## src/hdl/assert_macros.svh

```systemverilog
// ----------------------------------------------------------------------------
// assert_macros.svh
// assertion macros shared by the complex arithmetic unit
// ----------------------------------------------------------------------------
`ifndef ASSERT_MACROS_SVH
`define ASSERT_MACROS_SVH

`ifndef ASSERT_OFF

`define ASSERT_CLK(lbl, clk, rst_n, prop, msg) \
    lbl: assert property (@(posedge clk) disable iff (!rst_n) prop) else $error(msg);

`define ASSERT_ALWAYS(lbl, clk, prop, msg) \
    lbl: assert property (@(posedge clk) prop) else $error(msg);

`else

`define ASSERT_CLK(lbl, clk, rst_n, prop, msg)

`define ASSERT_ALWAYS(lbl, clk, prop, msg)

`endif

`endif

```

## src/hdl/cplx_pkg.sv

```systemverilog
// ----------------------------------------------------------------------------
// cplx_pkg
// shared types, constants and saturation helper of the complex arithmetic unit
// ----------------------------------------------------------------------------
package cplx_pkg;

    localparam int FRAC_BITS_DEF = 16;
    localparam int QW            = 33;
    localparam int MW            = 64;

    typedef enum logic [1:0] {
        CMD_ADD = 2'd0,
        CMD_MUL = 2'd1,
        CMD_DIV = 2'd2,
        CMD_NOP = 2'd3
    } cmd_t;

    typedef struct packed {
        logic [MW-1:0] den;
        logic [MW-1:0] rem_re;
        logic [MW-1:0] rem_im;
        logic [QW-1:0] low_re;
        logic [QW-1:0] low_im;
        logic [QW-1:0] q_re;
        logic [QW-1:0] q_im;
    } div_lane_t;

    // returns {overflow, value}
    function automatic logic [32:0] sat_mag(input logic neg, input logic [MW:0] m);
        logic [32:0] r;
        if (!neg)
        begin
            if (m > 65'h0_7FFF_FFFF)
                r = {1'b1, 32'h7FFF_FFFF};
            else
                r = {1'b0, m[31:0]};
        end
        else
        begin
            if (m > 65'h0_8000_0000)
                r = {1'b1, 32'h8000_0000};
            else
                r = {1'b0, (~m[31:0]) + 32'd1};
        end
        return r;
    endfunction

endpackage

```

## src/hdl/cplx_div_cell.sv

```systemverilog
// ----------------------------------------------------------------------------
// cplx_div_cell
// one restoring-division step for the real and imaginary quotient lanes
// ----------------------------------------------------------------------------
module cplx_div_cell
    import cplx_pkg::*;
(
    input  logic      clk,
    input  div_lane_t din,
    output div_lane_t dout
);

    div_lane_t     dout_reg;
    div_lane_t     dout_next;
    logic [MW:0]   r2_re;
    logic [MW:0]   r2_im;
    logic          ge_re;
    logic          ge_im;

    always_comb
    begin
        r2_re = {din.rem_re, din.low_re[QW-1]};
        r2_im = {din.rem_im, din.low_im[QW-1]};
        ge_re = r2_re >= {1'b0, din.den};
        ge_im = r2_im >= {1'b0, din.den};
        dout_next        = din;
        dout_next.rem_re = ge_re ? MW'(r2_re - {1'b0, din.den}) : r2_re[MW-1:0];
        dout_next.rem_im = ge_im ? MW'(r2_im - {1'b0, din.den}) : r2_im[MW-1:0];
        dout_next.low_re = {din.low_re[QW-2:0], 1'b0};
        dout_next.low_im = {din.low_im[QW-2:0], 1'b0};
        dout_next.q_re   = {din.q_re[QW-2:0], ge_re};
        dout_next.q_im   = {din.q_im[QW-2:0], ge_im};
    end

    always_ff @(posedge clk)
    begin
        dout_reg <= dout_next;
    end

    assign dout = dout_reg;

endmodule

```

## config.mk

```make
export PLATFORM = sky130hd
export DESIGN_NAME = cplx_div_cell
export DESIGN_NICKNAME = d
export VERILOG_FILES = /design/src/hdl/assert_macros.svh /design/src/hdl/cplx_pkg.sv /design/src/hdl/cplx_div_cell.sv
export SDC_FILE = /design/constraint.sdc
export NUM_CORES = 1
export LEC_CHECK = 0
export BUFFER_PORTS_ARGS = -buffer_cell sky130_fd_sc_hd__buf_2
export CORE_AREA = 3 3 254 256
export DETAILED_ROUTE_END_ITERATION = 10
export DIE_AREA = 0 0 257 259
export PLACE_DENSITY_LB_ADDON = 0.1
export SYNTH_ARGS = -nofsm -noshare
export SYNTH_HDL_FRONTEND = slang
export SYNTH_SLANG_ARGS = --single-unit
```

## constraint.sdc

```tcl
create_clock -name clk -period 3.5 [get_ports clk]
set_input_delay 0.35 -clock clk [delete_from_list [all_inputs] [get_ports clk]]
set_output_delay 0.35 -clock clk [all_outputs]
set_load 0.05 [all_outputs]
```

## Word level (Yosys, flattened, before mapping)

Cells that the tools add are included.

| operators by class | value |
|---|---|
| add/subtract/negate cells | 2 |
| multiply operators | 0 |
| divide/modulo/power cells | 0 |
| $lt $le $gt $ge | 2 |
| equality and inequality tests | 0 |
| shifts and indexed selects | 0 |
| mux-type cells | 2 |
| bitwise operators | 0 |
| reductions and logical operators | 0 |

Operator list:

| operator | number |
|---|---|
| 65-bit by 64-bit >= comparator with 1-bit output | 2 |
| 64-bit two-way mux | 2 |
| 64-bit subtractor | 2 |

| word-level totals | value |
|---|---|
| bits in registers | 322 |
| bits in latches | 0 |
| bits in writable memories | 0 |
| memory bits (read-only) | 0 |
| output and inout port bits | 324 |
| logic and storage cells | 13 |
| memories kept | 0 |

## Depth between registers and ports, before layout

Gate-level depths: netlist of the first run.

| depth | value |
|---|---|
| word-level depth | 2 |
| gate-level depth with buffers | 15 |
| depth with buffers taken out | 13 |

## Worst setup path before layout of the first run

OpenSTA, ideal clock, no wires.

| path | value |
|---|---|
| path type | input-to-reg |
| start point | in din[98] (netlist bit) |
| end point | reg dout_reg (netlist bit dout[192]) |
| setup time | 121 ps |
| data arrival time | 2,992 ps |
| required time | 3,379 ps |
| setup slack | 387 ps |
| stages on the path | 13 |
| buffers on the path | 0 |
| cells stage by stage | inv_1 -> ha_1 -> fa_1 -> nand2b_1 -> a21oi_1 -> o2111ai_1 -> a2111oi_2 -> o21ai_1 -> a211oi_1 -> a211oi_1 -> o31ai_1 -> xor2_1 -> mux2_2 |

RTL lines:

| item | RTL line | RTL |
|---|---|---|
| start, declared | cplx_div_cell.sv:9 | `input div_lane_t din,` |
| end signal, assigned | cplx_div_cell.sv:37 | `dout_reg <= dout_next;` |
| end, declared | cplx_div_cell.sv:13 | `div_lane_t dout_reg;` |

==> results.toml, run 1 <==
[outcome]
outcome = "finished clean"

[floorplan]
die_y_um = 259
fp-row-count = 92
die_area_um2 = 66560
fp.dieW_um = 257
io_pins = 649
core_area_um2 = 62740
start_util_pct = 25.03

[route]
drt-vias-per-instance = 4.541
drc = 0
wl_per_cell_um = 20.04
drt_iter0_drc = 888
dr.pass1.iters = 7
routed_wl_um = 75240
ant_nets = 0
vias = 17050

[critical_path]
cp_cell_sequence = "dlygate4sd3_1 -> buf_2 -> inv_1 -> ha_1 -> and4_1 -> nor2b_1 -> buf_4 -> a41oi_1 -> a21oi_2 -> nor3b_1 -> a211oi_1 -> a211oi_1 -> o31ai_1 -> xor2_1 -> mux2_2"
path_common_cell = "a211oi_1"
path_delay_family = "compound AO/OA/AOI/OAI gates"
cp-end-kind = "flop"
path_buf_inv = 4
crit_path_max_fanout = 4
start_kind = "primary input"
cp_slowest_cell = "a211oi_1"
critPathMaxStageDelay_ns = 0.59
crit_type = "in2reg"
critPathRequiredTime_ns = 3.93
worst_ep_arrival_time_ns = 3.86

[clock_network]
cts_sinks = 322
clockBufferDepth = 3
htree_levels = 2
cts_buffers = 38
clk_pin_slew_ns = 0.06
cts_tree = "built"
clock-root-buffer = "clkbuf_16"

[pwr]
peakVddDrop_mv = 0.2935
p_leak_nw = 12.16
power_density_nw_per_um2 = 531.7

[timing]
worst_pin_slew_ns = 0.6500
fin_crit_ns = 3.428
rsz0062_at_grt = "yes"
hold_slack_ns = 0.02898
fmax_ghz = 0.2917
slew-limit-headroom_pct = 56.40
fin_ws_ns = 0.07206
fin_crit_sh_pct = 97.94
maxSlewViolCount = 0
hold_viol_final = 0
finalSetupTns_ns = 0
setup_viol_count_final = 0

[synthesis]
synth_top_family_by_area = "compound AO/OA/AOI/OAI gates"
ys_ff_latch = 322
netlist_area_um2 = 15700
synth_warnings = 0
synthAdderAreaFrac_pct = 10.46
avgSynthCellArea_um2 = 8.718
async_flop_share_pct = 0
synth_edf_count = 0
syn_inst = 1801
synth_compound_area_share_pct = 22.14
synthXorXnorAreaFrac_pct = 6.136
ys_seq_area_share_pct = 41.06
synth_ff_type = "dfxtp_1"
synth.area.mux_share_pct = 1.355
synth.distinct_cells = 78
synth_simple_gate_area_share_pct = 14.27

[run]
maxCapViolations = 0

[place]
place_congestion = 0.8990
pre_cts_slack_ns = -0.3116
dpl.hpwl_um = 62440
port_buffers = 644

[final_layout]
syn2layout_area_growth_pct = 60.84
finalNetCount = 3334
largest_reg_flops = 322
drive_above_1_share_pct = 35.22
fin_util_pct = 40.26

[grt]
grt_pass1_vias = 17450
globalRoute.totalOverflow = 0
antenna_found_initial = 9
grt.total_usage_pct = 21.34
grt_pass1_wl_um = 108900
grt_start_max_net_pins = 47

[worst_hold_path]
min_path_type = "in2reg"
power breakdown:
| part | internal (mW) | total [mW] | leakage, nW | switching [mW] |
|---|---|---|---|---|
| combinational | 1.64 | 4.94 | 8.78 | 3.30 |
| clock | 2.63 | 4.26 | 0.659 | 1.62 |
| sequential | 4.11 | 4.23 | 2.72 | 0.126 |
through the flow:
step	instances	instance area [um2]	power [mW]
after floorplan	1802	15710	7.333
after global placement	3473	21670	9.033
after detailed placement	3473	21670	9.022
after CTS	3741	25040	13.55
after global routing	3754	25250	14.05
final	3754	25250	13.43
area by class of cell:
class                   instances  area (um2)
diodes                          3       7.507
repair buffers               1114        7397
clock inverters                15       254.0
clock buffers                  51        1091
inverters                     104       394.1
well taps                     846        1059
fillers                      6390       37480
flip-flops and latches        322        6446
multi-input cells            1299        8606
repair_timing:
| item | 4_1_cts | 5_1_grt |
|---|---|---|
| setup buffers | 0 | 7 |
| resized for setup | 0 | 18 |
| setup endpoints to repair | 0 | 85 |
| hold endpoints to repair | 202 | 0 |
| hold buffers | 202 | 0 |
path summary, 6_finish.rpt:
path	start	endpoint	slack, ns	cells past startpoint
setup / recovery	din[291]	dout[192]	0.07	15
hold / removal	din[209]	dout[210]	0.03	3
logic make-up after synthesis:
family / Yosys count
flip-flops: 322
AO/OA/AOI/OAI: 562
adder cells (fa/ha/maj): 130
other: 1
buffers and inverters: 181
AND/OR/NAND/NOR: 476
multiplexers: 19
XOR/XNOR: 110
layout by cell type, fill, tap and decap left out, types with 87 or more instances in the layout:
master / netlist / routed
dfxtp_1: 322 / 322
a21oi_1: 218 / 216
ha_1: 128 / 127
nor2_1: 123 / 123
buf_2: 14 / 644
buf_4: 3 / 258
dlygate4sd3_1: 0 / 202
nand2_1: 164 / 164
inv_1: 102 / 102
o21ai_0: 91 / 87
Yosys cell counts, types with 32 or more instances:
cell / instances / area [um2]
nand4_1: 40 / 250.2
nand2_1: 164 / 615.6
dfxtp_1: 322 / 6446
o21ai_0: 91 / 455.4
nand3_1: 32 / 160.2
clkbuf_1: 54 / 202.7
xor2_1: 47 / 411.6
o21ai_1: 45 / 225.2
ha_1: 128 / 1602
a21o_1: 46 / 345.3
xnor2_1: 63 / 551.8
nor2_1: 123 / 461.7
a21oi_1: 218 / 1091
inv_1: 102 / 382.9
routing by layer:
| layer | vias to the layer above | routed length (um) | track usage (%) |
|---|---|---|---|
| met5 | - | 53 | 0 |
| met4 | 8 | 2209 | 6.252 |
| met3 | 89 | 4250 | 4.175 |
| met2 | 529 | 37610 | 38.63 |
| met1 | 7892 | 31120 | 25.49 |
| li1 | 8529 | - | - |
Note: power is estimated with default switching activity, not from simulation.
==> inputs of run 2 (changes only) <==
--- a/config.mk
+++ b/config.mk
@@ -5,10 +5,12 @@
 export SDC_FILE = /design/constraint.sdc
 export NUM_CORES = 1
 export LEC_CHECK = 0
+export ABC_AREA = 1
 export BUFFER_PORTS_ARGS = -buffer_cell sky130_fd_sc_hd__buf_2
-export CORE_AREA = 3 3 254 256
+export CORE_MARGIN = 3
+export CORE_UTILIZATION = 32
 export DETAILED_ROUTE_END_ITERATION = 10
-export DIE_AREA = 0 0 257 259
+export HOLD_SLACK_MARGIN = 0.05
 export PLACE_DENSITY_LB_ADDON = 0.1
 export SYNTH_ARGS = -nofsm -noshare
 export SYNTH_HDL_FRONTEND = slang
==> constraint.sdc (replaced) <==
create_clock -name clk -period 4.3 [get_ports clk]
set_input_delay 0.43 -clock clk [delete_from_list [all_inputs] [get_ports clk]]
set_output_delay 0.43 -clock clk [all_outputs]
set_load 0.05 [all_outputs]
==> results.toml, run 2 <==
[outcome]
outcome = "finished clean"

[synthesis]
synth_area_leaders = "dfxtp_1, nand2_1, inv_1"
ys_ff_latch = 322
ys_seq_area_share_pct = 31.53
synth_edf_count = 0
synth.distinct_cells = 36
synth_warnings = 0
synth_ff_type = "dfxtp_1"
synth_top_area_share_pct = 31.53
netlist.top_cell.by_area = "dfxtp_1"
synthTopCellsByCount = "nand2_1, inv_1, dfxtp_1"
yosysMostFrequentCell = "nand2_1"
avgSynthCellArea_um2 = 6.037
syn_inst = 3386
netlist_area_um2 = 20440
async_flop_share_pct = 0

[run]
maxCapViolations = 0

[clock_network]
clk_pin_slew_ns = 0.06
clock-root-buffer = "clkbuf_16"
htree_levels = 2
cts_tree = "built"
cts_buffers = 40
cts_sinks = 322
clockBufferDepth = 3
post_cts_buffers = 0

[final_layout]
final_common_cell = "nand2_1"
final_cells = 5117
drive_above_1_share_pct = 18.84
finalNetCount = 4686
stdcell_area_um2 = 27920
syn2layout_area_growth_pct = 36.60
largest_reg_flops = 322
layout_common_cells = "nand2_1, inv_1, buf_2"

[critical_path]
crit_type = "in2reg"
crit_path_max_fanout = 36
critPathRequiredTime_ns = 4.80
worst_ep_arrival_time_ns = 4.04
start_kind = "primary input"
cp-end-kind = "flop"

[place]
place_congestion = 0.9752
placed_cell_area_um2 = 24560
pre_cts_slack_ns = 0.8049
dp.cells = 4844
dpl.hpwl_um = 88820
port_buffers = 644

[route]
ant_nets = 0
dr.pass1.iters = 6
vias = 23240
drt-vias-per-instance = 4.543
drc = 0
routed_wl_um = 104200
wl_per_cell_um = 20.36
drt_iter0_drc = 2043

[grt]
grt_pass1_wl_um = 146200
globalRoute.totalOverflow = 0
grt_start_max_net_pins = 63
antenna_found_initial = 15
grt_pass1_vias = 21760
grt.total_usage_pct = 29.81

[timing]
fin_ws_ns = 0.7629
slew-limit-headroom_pct = 49.14
fmax_ghz = 0.2827
hold_viol_final = 0
hold_slack_ns = 0.08896
fin_crit_ns = 3.537
setup_viol_count_final = 0
worst_pin_slew_ns = 0.7629
finalSetupTns_ns = 0
fin_crit_sh_pct = 82.26
maxSlewViolCount = 0
rsz0062_at_grt = "no"

[worst_hold_path]
min_path_type = "in2reg"

[floorplan]
die_y_um = 258.8
die_area_um2 = 66950
start_util_pct = 32.41
fp.dieW_um = 258.8
io_pins = 649
core_area_um2 = 63080
fp-row-count = 92

[pwr]
power_density_nw_per_um2 = 400.7
peakVddDrop_mv = 0.2847
p_leak_nw = 16.48
run 2: cell type report:
type / instances / area, um2
multi-input cells: 2304 / 11060
clock buffers: 51 / 1122
clock inverters: 22 / 306.5
flip-flops and latches: 322 / 6446
repair buffers: 843 / 5207
inverters: 720 / 2703
fillers: 6845 / 35160
well taps: 846 / 1059
diodes: 9 / 22.52
run 2: worst paths after layout:
path / slack, ns / cells past startpoint / end / startpoint
worst max-delay path: 0.76 / 18 / dout[161] / din[281]
worst min-delay path: 0.09 / 3 / dout[256] / din[255]
run 2: logic make-up after synthesis:
group	synth area share, %
xor+xnor	2.656
buf+inv	14.40
other cells	0.01834
simple gates	40.49
flops	31.53
fa+ha+maj	8.030
compound gates	2.877
run 2: report_power, final:
group          total, mW  switching [mW]  internal [mW]
clock               3.64            1.47           2.18
sequential          3.45           0.122           3.33
combinational       4.10            3.03           1.07
total               11.2            4.62           6.57
run 2: critical path: stages:
cell and delay (ns):
dlygate4sd3_1 0.61, buf_2 0.15, inv_1 0.09, ha_1 0.38, nand2_1 0.12, nor2_1 0.28
nand2_1 0.17, nor2_2 0.16, inv_2 0.05, nor2_2 0.13, nand3_1 0.14, nand3_2 0.11
nor2_4 0.03, buf_4 0.24, nand2_4 0.28, buf_4 0.41, nand2_1 0.11, nand2_1 0.09
run 2: per-layer routing:
metal	vias up	part of all wire (%)	GRT usage, %
met5	-	0.045	0
met4	8	3.2	9.443
met3	125	7.6	5.883
met2	913	45	48.61
met1	10350	44	39.57
li1	11850	-	-
run 2: what timing repair did:
action | 4_1_cts | 5_1_grt
gates resized for setup | 0 | 0
hold buffers | 190 | 1
hold endpoints to repair | 190 | 1
run 2: stage by stage:
stage | util, % | total power [mW]
final | 44.27 | 11.19
after global routing | 44.25 | 11.70
after CTS | 44.21 | 11.25
after detailed placement | 38.93 | 7.425
after global placement | 38.93 | 7.428
after floorplan | - | 6.146
==> inputs of run 3 (changes only) <==
==> constraint.sdc (replaced) <==
create_clock -name clk -period 3.5 [get_ports clk]
set_input_delay 0.35 -clock clk [delete_from_list [all_inputs] [get_ports clk]]
set_output_delay 0.35 -clock clk [all_outputs]
set_load 0.05 [all_outputs]
==> results.toml, run 3 (synthesis gave the netlist of run 2 again) <==
[outcome]
outcome = "finished clean"

[timing]
hold_slack_ns = 0.06558
fin_crit_sh_pct = 90.74
setup_viol_count_final = 0
fin_crit_ns = 3.176
fmax_ghz = 0.3149
slew-limit-headroom_pct = 51.61
worst_pin_slew_ns = 0.7258
maxSlewViolCount = 0
hold_viol_final = 0
finalSetupTns_ns = 0
rsz0062_at_grt = "no"
fin_ws_ns = 0.3240

[critical_path]
crit_path_max_fanout = 40
start_kind = "primary input"
worst_ep_arrival_time_ns = 3.70
cp-end-kind = "flop"
critPathRequiredTime_ns = 4.02
path_delay_family = "buffers and inverters"
critPathMaxStageDelay_ns = 0.58
cp_slowest_cell = "dlygate4sd3_1"
crit_type = "in2reg"
path_common_cell = "nand2_1"
cp_cell_sequence = "dlygate4sd3_1 -> buf_2 -> inv_1 -> ha_1 -> nand2_1 -> nor2_1 -> nand2_1 -> inv_2 -> nand2_1 -> nor2_2 -> nand2_1 -> nand3_2 -> nor2_4 -> buf_4 -> buf_4 -> nand3_1 -> nand2_1"
path_buf_inv = 6

[worst_hold_path]
min_path_type = "in2reg"

[grt]
grt_pass1_vias = 22580
grt_start_max_net_pins = 63
globalRoute.totalOverflow = 0
antenna_found_initial = 5
grt.total_usage_pct = 30.37
grt_pass1_wl_um = 150100

[floorplan]
die_y_um = 258.8
core_area_um2 = 63080
die_area_um2 = 66950
fp-row-count = 92
fp.dieW_um = 258.8
start_util_pct = 32.41
io_pins = 649

[pwr]
p_comb_share_pct = 37.9
p_switching_mw = 5.628
p_leak_nw = 16.86
p_int_mw = 7.999
power_frac_seq_pct = 31.0
clock_power_share_pct = 31.2
swShare_pct = 41.30
power_mw = 13.63
peakVddDrop_mv = 0.3989
power_density_nw_per_um2 = 472.5

[final_layout]
finalNetCount = 4788
final_common_cell = "nand2_1"
layout_common_cells = "nand2_1, inv_1, buf_2"
register_area_um2 = 6446
fin_util_pct = 45.72
largest_reg_flops = 322
multi_input_area_um2 = 11060
syn2layout_area_growth_pct = 41.08
drive_above_1_share_pct = 18.39
nFillCells = 6940

[place]
port_buffers = 644
dpl.hpwl_um = 89520
pre_cts_slack_ns = 0.3485
place_congestion = 0.9960

[route]
routed_wl_um = 105200
wl_per_cell_um = 20.19
dr.pass1.iters = 5
drc = 0
ant_nets = 0
drt_iter0_drc = 1790
vias = 23490
drt-vias-per-instance = 4.509

[clock_network]
clock-root-buffer = "clkbuf_16"
clk_pin_slew_ns = 0.07
cts_buffers = 37
cts_sinks = 322
post_cts_buffers = 0
clockBufferDepth = 3
htree_levels = 2
cts_tree = "built"

[run]
maxCapViolations = 0
run 3: cell types whose count changed in the layout (fill, tap and decap cells not counted), sizes merged:
cell	previous run	this run
inv	718	717
buf	652	662
clkinvlp	1	2
dlygate4sd3	191	286
clkbuf	51	53
clkinv	18	10
diode	9	3
run 3: layer usage:
metal | vias up | share of wire [%] | global-route usage (%)
met2 | 778 | 45 | 49.38
met3 | 139 | 6.3 | 5.121
met1 | 10520 | 46 | 40.84
li1 | 12050 | - | -
met5 | - | 0.020 | 0
met4 | 4 | 3.6 | 9.959
run 3: final timing paths:
path | slack [ns] | depth (start not counted) | endpoint | from
max | 0.32 | 17 | dout[198] | din[281]
min | 0.07 | 3 | dout[249] | din[248]
run 3: final cells by class:
| class | instances | share of cell area [%] |
|---|---|---|
| flip-flops and latches | 322 | 22.35 |
| inverters | 720 | 9.371 |
| diodes | 3 | 0.02603 |
| clock buffers | 53 | 3.696 |
| clock inverters | 14 | 0.8851 |
| multi-input cells | 2304 | 38.34 |
| repair buffers | 948 | 21.66 |
| well taps | 846 | 3.670 |
run 3: power groups by stage:
stage / Combinational (mW) / Sequential (mW) / Clock (mW)
after detailed placement: 4.86 / 4.29 / 0
after floorplan: 1.79 / 5.76 / 0
final: 5.16 / 4.22 / 4.25
after CTS: 5.14 / 4.22 / 4.34
after global placement: 4.86 / 4.29 / 0
after global routing: 5.53 / 4.25 / 4.47
run 3: metrics by stage:
stage | std cells | instance area (um2)
after floorplan | 3387 | 20450
after global placement | 4854 | 24650
after detailed placement | 4854 | 24650
after CTS | 5207 | 28830
after global routing | 5210 | 28840
final | 5210 | 28840
run 3: repair_timing:
| action | CTS | global route |
|---|---|---|
| endpoints found under the hold margin | 286 | 0 |
| gates resized for setup | 0 | 0 |
| endpoints found under the setup margin | 0 | 0 |
| hold buffers | 286 | 0 |
